**src/design/kis_ram.sv**
```systemverilog
// ----------------------------------------------------------------------------
// kis_ram: generic single-port-write, single-port-read RAM
// One write and one registered read per cycle.
// ----------------------------------------------------------------------------
`default_nettype none

module kis_ram #(
	parameter int WIDTH = 8,
	parameter int DEPTH = 16,
	localparam int AW = (DEPTH > 1) ? $clog2(DEPTH) : 1
) (
	input  wire logic             clk,
	input  wire logic             we,
	input  wire logic [AW-1:0]    waddr,
	input  wire logic [WIDTH-1:0] wdata,
	input  wire logic [AW-1:0]    raddr,
	output logic      [WIDTH-1:0] rdata
);

	logic [WIDTH-1:0] mem [DEPTH];

	always_ff @(posedge clk) begin
		if (we) begin
			mem[waddr] <= wdata;
		end
		rdata <= mem[raddr];
	end

endmodule

`default_nettype wire

```
**config.mk**
```make
export PLATFORM = sky130hd
export DESIGN_NAME = kis_ram
export DESIGN_NICKNAME = d
export VERILOG_FILES = /design/src/design/kis_ram.sv
export SDC_FILE = /design/constraint.sdc
export NUM_CORES = 1
export LEC_CHECK = 0
export ABC_CLOCK_PERIOD_IN_PS = 6300
export BUFFER_PORTS_ARGS = -buffer_cell sky130_fd_sc_hd__clkbuf_2
export CAP_MARGIN = 20
export CORE_MARGIN = 5
export CORE_UTILIZATION = 38
export DETAILED_ROUTE_END_ITERATION = 6
export REMOVE_ABC_BUFFERS = 1
export SETUP_SLACK_MARGIN = 0.15
export SLEW_MARGIN = 15
export SYNTH_ARGS = -nofsm -noshare
export SYNTH_HDL_FRONTEND = slang
export SYNTH_SLANG_ARGS = --single-unit
```
**constraint.sdc**
```tcl
create_clock -name clk -period 6.3 [get_ports clk]
set_input_delay 1.575 -clock clk [delete_from_list [all_inputs] [get_ports clk]]
set_output_delay 1.575 -clock clk [all_outputs]
set_load 0.01 [all_outputs]
```
==> results.toml, run 1 <==
[outcome]
status = "finished, final reports clean"

[layout]
fillCellCount = 1134
final_area_mm2 = 0.00608
antenna-diode-count = 0
instances_no_fill = 457
final_cell_mix = "edfxtp_1 (128), clkbuf_2 (25), mux4_2 (18), clkbuf_16 (17), a22oi_1 (16)"
drive_gt1_share_pct = 28.1
syn_to_final_growth_pct = 18.1
layout_commonest_cell = "edfxtp_1"
fin_nets = 286

[clock_tree]
cts.clk_slew.worst_paths_ns = 0.05
ctsHoldBuffers = 0
cts_inserted_buffers = 17
cts.repair.resized = 0
h-tree-depth = 4
clk_latency_ns = 0.41
clock_path_buffers = 2
cts_tree = "yes"
cts.sinks = 136
root_buffer = "clkbuf_16"
post-cts-setup-buffers = 0

[critical_path]
cp_max_fo = 8
required_ns = 6.33
crit_path_top_delay_cell = "nor2_1"
endpoint_kind = "flop"
max_stage_delay_ns = 0.72
path_cells = "clkbuf_2 > or3b_2 > nor2_1"
crit_family = "simple AND/OR/NAND/NOR gates"
cp.arrival_ns = 2.92
criticalPathCategory = "primary input to flop"
startpoint_type = "primary input"
path_buf_inv = 1

[sta]
rsz0062_at_grt = "no"
worstMarginPinSlew_ns = 1.07
layout_min_cycle_time_ns = 2.89
fin_crit_sh_pct = 45.9
hold_violations = 0
maxSlewViolCount = 0
setup_viol = 0
skew_ns = 0.00700
slew_headroom_pct = 28.3
tns_ns = 0
clock.fmax_mhz = 346

[global_routing]
grt_pass1_wl_um = 14900
first_global_vias = 2503
grt_max_degree = 33
antenna_found_initial = 0
grt_remaining_overflow = 0
gr-usage-all-layers_pct = 12.9

[routing]
drt_iter0_drc = 153
vias_per_cell = 5.19
route.vias.total = 2370
drcViolationCount = 0
dr.pass1.iters = 4
routedWlPerCell_um = 20.9
wirelength_um = 9570
ant_nets = 0

[worst_hold_path]
hp-class = "flop to flop"

[logic_synthesis]
ys_seq_elements = 136
syn_area_mm2 = 0.00515
ys_warn_count = 0
ys_types = 19
netlist_instances = 229
synth_seq_area_share_pct = 77.8
syn-mean-instance-area_um2 = 22.5

[place]
dpl.hpwl_um = 5640
portBuffers = 25
globalplace.congestion = 0.717
dp_cells = 425
placed_area_mm2 = 0.00544

[floorplan]
dieArea_mm2 = 0.0160
core_area_mm2 = 0.0132
die_x_um = 126
start_util_pct = 38.9
die-height_um = 126
rows = 42
ios = 26

[power_and_ir_drop]
vdd.ir_drop.worst_uv = 168
leakagePower_nw = 2.04
power_density_mw_per_mm2 = 353

[flow_run]
drv_cap = 0
==> layer usage <==
| metal | vias up | global-route usage (%) | share of wire (%) |
|---|---|---|---|
| li1 | 1056 | - | - |
| met1 | 1222 | 17.6 | 46 |
| met2 | 81 | 19.2 | 47 |
| met3 | 11 | 4.46 | 6.0 |
| met4 | 0 | 4.67 | 1.4 |
| met5 | - | 0 | 0 |
==> worst reg2reg max path, stage by stage (launching register included) <==
cell,delay (ns)
edfxtp_1,0.38
mux4_1,0.49
a22oi_1,0.28
nand2_1,0.08
==> cell usage after synthesis <==
| master | n | area [µm²] |
|---|---|---|
| buf_2 | 3 | 15.0 |
| and2_1 | 1 | 6.26 |
| clkdlybuf4s25_2 | 3 | 30.0 |
| buf_4 | 1 | 7.51 |
| edfxtp_1 | 128 | 3840 |
| mux4_2 | 18 | 405 |
| buf_6 | 3 | 33.8 |
| nor2b_1 | 1 | 6.26 |
| nor3_1 | 4 | 20.0 |
| nand2_1 | 9 | 33.8 |
| nand3b_1 | 2 | 15.0 |
| or3b_2 | 1 | 8.76 |
| a22oi_1 | 16 | 120 |
| dfxtp_1 | 8 | 160 |
| nand2b_1 | 2 | 12.5 |
| nand3_1 | 1 | 5.00 |
| nor2_1 | 13 | 48.8 |
| and2b_1 | 1 | 7.51 |
| mux4_1 | 14 | 368 |
==> stage by stage <==
stage | setup slack, ns | hold slack (ns) | util [%] | power, mW
2_1_floorplan | 3.23 | 0.629 | - | 1.08
3_3_place_gp | 2.95 | 0.656 | 41.1 | 1.13
3_5_place_dp | 2.96 | 0.660 | 41.1 | 1.13
4_1_cts | 3.39 | 0.671 | 45.9 | 2.16
5_1_grt | 3.32 | 0.689 | 45.9 | 2.22
6_report | 3.41 | 0.663 | 45.9 | 2.15
==> cells by family (layout without fill, tap and decap cells) <==
kind of cell / count (synthesis) / after routing / synth area share, %
flops: 136 / 136 / 77.8
simple gates: 35 / 35 / 3.18
mux: 32 / 32 / 15.0
compound gates: 16 / 16 / 2.33
buf+inv: 10 / 62 / 1.68
==> state kept, by name, indices dropped and copies added, names as in the netlist <==
name,count
mem,128
rdata,8
==> worst paths after layout <==
path / from / end / slack (ns) / depth (start not counted)
setup reg to reg: mem[2][5]$_DFFE_PP_ / rdata[5]$_DFF_P_ / 4.96 / 3
hold / removal: mem[12][2]$_DFFE_PP_ / rdata[2]$_DFF_P_ / 0.66 / 3
hold reg to reg: mem[12][2]$_DFFE_PP_ / rdata[2]$_DFF_P_ / 0.66 / 3
setup / recovery: waddr[2] / mem[3][6]$_DFFE_PP_ / 3.41 / 3
==> cell type report <==
cell class	count	area, µm²	share of cell area (%)
Clock inverter	9	145	2.39
Sequential cell	136	4000	65.9
Tap cell	176	220	3.62
Timing Repair Buffer	30	163	2.68
Multi-Input combinational cell	83	1060	17.4
Clock buffer	23	488	8.03
==> power breakdown <==
| group | switching [mW] | internal, mW |
|---|---|---|
| Clock | 0.338 | 0.701 |
| Sequential | 0.00553 | 1.01 |
| Combinational | 0.0523 | 0.0367 |
| Total | 0.396 | 1.75 |
No activity file was read; power rests on OpenSTA's default activity.
==> run 2: changes to the inputs <==
- ABC_CLOCK_PERIOD_IN_PS: 6300 -> 3000
- clock period: 6.3 -> 3 ns (I/O delays scaled with it)
==> run 2 against run 1 <==
First-iteration DRC count is 24% lower. Core utilization hardly changed. Worst hold slack better by 0.014 ns. Global-route usage is 0.44 points higher. Critical path type unchanged. Largest power group is now sequential cells.
==> results.toml, run 2 (same netlist as run 1, synthesis figures left out) <==
[outcome]
status = "finished, final reports clean"

[place]
globalplace.congestion = 0.736
dpl.hpwl_um = 6310
dp_slack_ns = 0.666
placed_area_mm2 = 0.00556
portBuffers = 25

[power_and_ir_drop]
switching_share_pct = 19.4
switchingPower_uw = 809
p_comb_share_pct = 4.7
vdd.ir_drop.worst_uv = 357
power_mw = 4.17
p_int_mw = 3.36
clock_power_share_pct = 44.0
p_seq_share_pct = 51.3
power_density_mw_per_mm2 = 685
leakagePower_nw = 2.06

[clock_tree]
root_buffer = "clkbuf_16"
cts_tree = "yes"
cts_inserted_buffers = 17
cts.repair.resized = 0
clk_latency_ns = 0.40
cts.clk_slew.worst_paths_ns = 0.05
post-cts-setup-buffers = 0
clock_path_buffers = 2
cts.sinks = 136
h-tree-depth = 4
ctsHoldBuffers = 0

[routing]
drt_iter0_drc = 116
ant_nets = 0
route.vias.total = 2391
vias_per_cell = 5.08
drcViolationCount = 0
dr.pass1.iters = 5
routedWlPerCell_um = 21.3
wirelength_um = 10000

[floorplan]
start_util_pct = 38.9
ios = 26
die-height_um = 126
rows = 42
core_area_mm2 = 0.0132
dieArea_mm2 = 0.0160
die_x_um = 126

[sta]
skew_ns = 0.00715
layout_min_cycle_time_ns = 1.87
hold_violations = 0
maxSlewViolCount = 0
worstMarginPinSlew_ns = 0.813
rsz0062_at_grt = "no"
tns_ns = 0
fin_crit_sh_pct = 62.3
slew_headroom_pct = 45.7
clock.fmax_mhz = 535
worst_slack_ns = 1.13
setup_viol = 0

[layout]
drive_gt1_share_pct = 28.8
reg_top3 = "mem (128), rdata (8)"
fin_nets = 300
final_cell_mix = "edfxtp_1 (128), clkbuf_2 (25), mux4_2 (18), buf_4 (18), clkbuf_16 (17)"
largest_reg_flops = 128
fin_util_pct = 45.9
syn_to_final_growth_pct = 18.2
largest-register = "mem"
layout_commonest_cell = "edfxtp_1"
antenna-diode-count = 0
final_area_mm2 = 0.00608

[global_routing]
first_global_vias = 2617
antenna_found_initial = 0
gr-usage-all-layers_pct = 13.3
grt_pass1_wl_um = 15400
grt_max_degree = 33
grt_remaining_overflow = 0

[critical_path]
path_buf_inv = 2
cp_max_fo = 16
criticalPathCategory = "primary input to flop"
crit_path_top_delay_cell = "clkbuf_2"
cp.arrival_ns = 2.15
path_cells = "clkbuf_2 > buf_4 > mux4_2 > a22oi_1 > nand2_1"
required_ns = 3.28
endpoint_kind = "flop"
startpoint_type = "primary input"
crit_family = "buffers and inverters"
max_stage_delay_ns = 0.38

[worst_hold_path]
hp-class = "flop to flop"

[flow_run]
drv_cap = 0
[run 2: changes by cell type in the layout (fill, tap and decap cells not counted)]
cell / change
buf_4: +13
clkbuf_1: +6
bufinv_16: -3
clkbuf_8: -3
clkinv_1: +2
clkinv_2: -2
buf_12: +1
[run 2: worst register-to-register path, delay by kind of cell (launching register included)]
family             cells  cell delay [ns]
muxes                  1             0.52
and+or+nand+nor        1             0.09
DFF                    1             0.36
AOI/OAI and AO/OA      1             0.29
[run 2: layer usage]
metal | GRT usage [%] | up-vias | routed length [µm]
met3 | 4.04 | 5 | 686
met2 | 21.6 | 73 | 5120
met4 | 4.54 | 0 | 60
met1 | 17.1 | 1239 | 4160
li1 | - | 1074 | -
met5 | 0 | - | 0
[run 2: worst paths after layout]
check        slack (ns)  depth (start not counted)               end                 from
max                1.13                          5  rdata[6]$_DFF_P_             raddr[1]
max reg2reg        1.63                          3  rdata[0]$_DFF_P_  mem[1][0]$_DFFE_PP_
min                0.68                          3  rdata[2]$_DFF_P_  mem[8][2]$_DFFE_PP_
min reg2reg        0.68                          3  rdata[2]$_DFF_P_  mem[8][2]$_DFFE_PP_
[run 2: cell type report]
class	instances	area [µm²]
clock buffer	26	469
clock inverter	6	52.6
fill	1143	7160
multi-input combinational	83	1060
sequential	136	4000
tap	176	220
timing repair buffer	44	280
[run 2: power by group through the flow]
stage | sequential, mW | clock, mW | combinational [mW]
finish | 2.14 | 1.83 | 0.197
global route | 2.14 | 1.96 | 0.217
CTS | 2.14 | 1.87 | 0.203
detailed placement | 2.18 | 0 | 0.203
global placement | 2.18 | 0 | 0.199
floorplan | 2.18 | 0 | 0.0851
[run 2: through the flow]
stage,hold WS (ns),instances
2_1_floorplan,0.629,219
3_3_place_gp,0.653,439
3_5_place_dp,0.660,439
4_1_cts,0.681,471
5_1_grt,0.711,471
6_report,0.677,471
==> run 3: changes to the inputs <==
- ABC_AREA: unset -> 1
- ABC_CLOCK_PERIOD_IN_PS: 3000 -> 1900
- clock period: 3 -> 1.9 ns (I/O delays scaled with it)
==> run 3 against run 2 <==
Critical path depth decreased by 4. Clock power increased by 64%. Combinational power increased by 110%. Largest cell class unchanged.
==> results.toml, run 3 <==
[clock_tree]
root_buffer = "clkbuf_16"
cts_tree = "yes"
ctsHoldBuffers = 0
cts_inserted_buffers = 17
h-tree-depth = 4
post-cts-setup-buffers = 0
cts.sinks = 136
clk_latency_ns = 0.42
cts.clk_slew.worst_paths_ns = 0.05
clock_path_buffers = 2
cts.repair.resized = 0

[logic_synthesis]
yosys-top-cells-count = "nand2_1 (173), edfxtp_1 (128), inv_1 (100), nand3_1 (97), nor2_1 (17)"
ys_types = 12
syn-mean-instance-area_um2 = 10.5
synth_seq_area_share_pct = 69.4
synth_edf_count = 128
syn_area_mm2 = 0.00577
synth_top_flop_cell = "edfxtp_1"
synthTopCellsByArea = "edfxtp_1 (67%), nand2_1 (11%), nand3_1 (8.4%), inv_1 (6.5%), dfxtp_1 (2.8%)"
synth_largest_area_cell = "edfxtp_1"
synth_fa_ha_area_share_pct = 0
synth_xor_area_share_pct = 0
synth.top_cell.area_share_pct = 66.7
synth_top_family_by_area = "simple AND/OR/NAND/NOR gates"
ys_warn_count = 0
yosysMostFrequentCell = "nand2_1"
ys_seq_elements = 136
synth.mux.area_fraction_pct = 0
synth_simple_gate_area_share_pct = 21.0
synth_compound_area_share_pct = 0
netlist_instances = 551
synthArstFlopShare_pct = 0

[flow_run]
drv_cap = 0

[layout]
final_cell_mix = "nand2_1 (173), edfxtp_1 (128), inv_1 (100), nand3_1 (97), clkbuf_2 (25)"
largest_reg_flops = 128
drive_gt1_share_pct = 12.5
layout_commonest_cell = "nand2_1"
reg_top3 = "mem (128), rdata (8)"
fillCellCount = 1351
fin_util_pct = 44.7
largest-register = "mem"
fin_nets = 612
antenna-diode-count = 0
syn_to_final_growth_pct = 16.6

[critical_path]
startpoint_type = "flop"
cp-startpoint = "rdata[1]$_DFF_P_"
criticalPathCategory = "flop to output pin"
required_ns = 1.42
max_stage_delay_ns = 0.34
rr_startpoint = "mem[2][2]$_DFFE_PP_"
crit_family = "flip-flops"
endpoint_kind = "output pin"
cp_max_fo = 1
cp.arrival_ns = 0.89
crit_path_top_delay_cell = "dfxtp_1"
path_buf_inv = 1
path_cells = "clkbuf_2"

[floorplan]
dieArea_mm2 = 0.0177
rows = 45
ios = 26
core_area_mm2 = 0.0150
die_x_um = 133
start_util_pct = 38.4
die-height_um = 133

[routing]
routedWlPerCell_um = 15.1
route.vias.total = 3700
drcViolationCount = 0
ant_nets = 0
vias_per_cell = 4.66
dr.pass1.iters = 4
drt_iter0_drc = 252
wirelength_um = 12000

[sta]
setup_viol = 0
slew_headroom_pct = 72.7
fin_crit_sh_pct = 71.8
rsz0062_at_grt = "no"
clock.fmax_mhz = 733
hold_violations = 0
skew_ns = 0.00439
maxSlewViolCount = 0
worstMarginPinSlew_ns = 0.410
tns_ns = 0
layout_min_cycle_time_ns = 1.37

[place]
portBuffers = 25
globalplace.congestion = 0.788
dpl.hpwl_um = 7660

[worst_hold_path]
hp-class = "primary input to flop"
hp-start = "raddr[3]"

[power_and_ir_drop]
power_density_mw_per_mm2 = 1010
vdd.ir_drop.worst_uv = 616
leakagePower_nw = 2.93

[global_routing]
grt_pass1_wl_um = 19600
antenna_found_initial = 0
grt_max_degree = 65
first_global_vias = 3740
grt_remaining_overflow = 0
gr-usage-all-layers_pct = 14.6

[outcome]
status = "finished, final reports clean"
-- run 3: cell count changes in the layout (fill, tap and decap cells not counted), sizes merged, moves of 2 or more --
cell and change:
nor2 +4, mux4 -32, nor3 -4, nand2b -2
buf +4, nand3 +96, a22oi -16, clkinv -2
inv +102, clkbuf +2, nand2 +164
-- run 3: power by group --
group          internal [mW]  total [mW]  switching, mW
Clock                   1.89        3.00           1.10
Sequential              3.36        3.38         0.0197
Combinational          0.126       0.404          0.278
Total                   5.38        6.78           1.40
-- run 3: final timing paths --
check | to | cells past startpoint | slack (ns)
setup / recovery | rdata[1] | 1 | 0.53
hold / removal | rdata[5]$_DFF_P_ | 3 | 0.49
setup reg to reg | rdata[2]$_DFF_P_ | 6 | 0.88
hold reg to reg | rdata[4]$_DFF_P_ | 6 | 0.67
-- run 3: logic make-up after synthesis --
kind of cell,after synthesis
buf+inv,126
simple gates,289
flops,136
-- run 3: per-layer routing --
metal / routed length (µm) / global-route usage (%)
met1: 5110 / 17.7
met2: 5990 / 24.4
met3: 609 / 4.12
met4: 257 / 6.11
met5: 0 / 0
-- run 3: cell type report --
class                           instances  area, µm²  share of cell area [%]
Timing Repair Buffer                   48        335                    4.99
Clock inverter                          3       13.8                   0.205
Tap cell                              188        235                    3.50
Multi-Input combinational cell        289       1210                    18.1
Clock buffer                           28        537                    7.99
Inverter                              102        383                    5.70
Sequential cell                       136       4000                    59.6
-- run 3: worst reg2reg max path: stages, from the launching register on --
cell and delay [ns]:
edfxtp_1 0.36, inv_1 0.06, nand2_1 0.05, nand3_1 0.08
nand3_1 0.10, nand3_1 0.16, nand2_1 0.09
-- run 3: through the flow --
| stage | area, µm² | power (mW) | setup slack, ns | hold WS [ns] | cells |
|---|---|---|---|---|---|
| global placement | 6170 | 3.84 | 0.348 | 0.640 | 763 |
| detailed placement | 6170 | 3.84 | 0.313 | 0.655 | 763 |
| CTS | 6720 | 6.86 | 0.484 | 0.465 | 794 |
| global route | 6720 | 7.04 | 0.474 | 0.505 | 794 |
| finish | 6720 | 6.78 | 0.535 | 0.485 | 794 |
| floorplan | 5600 | 3.62 | 0.445 | 0.574 | 527 |
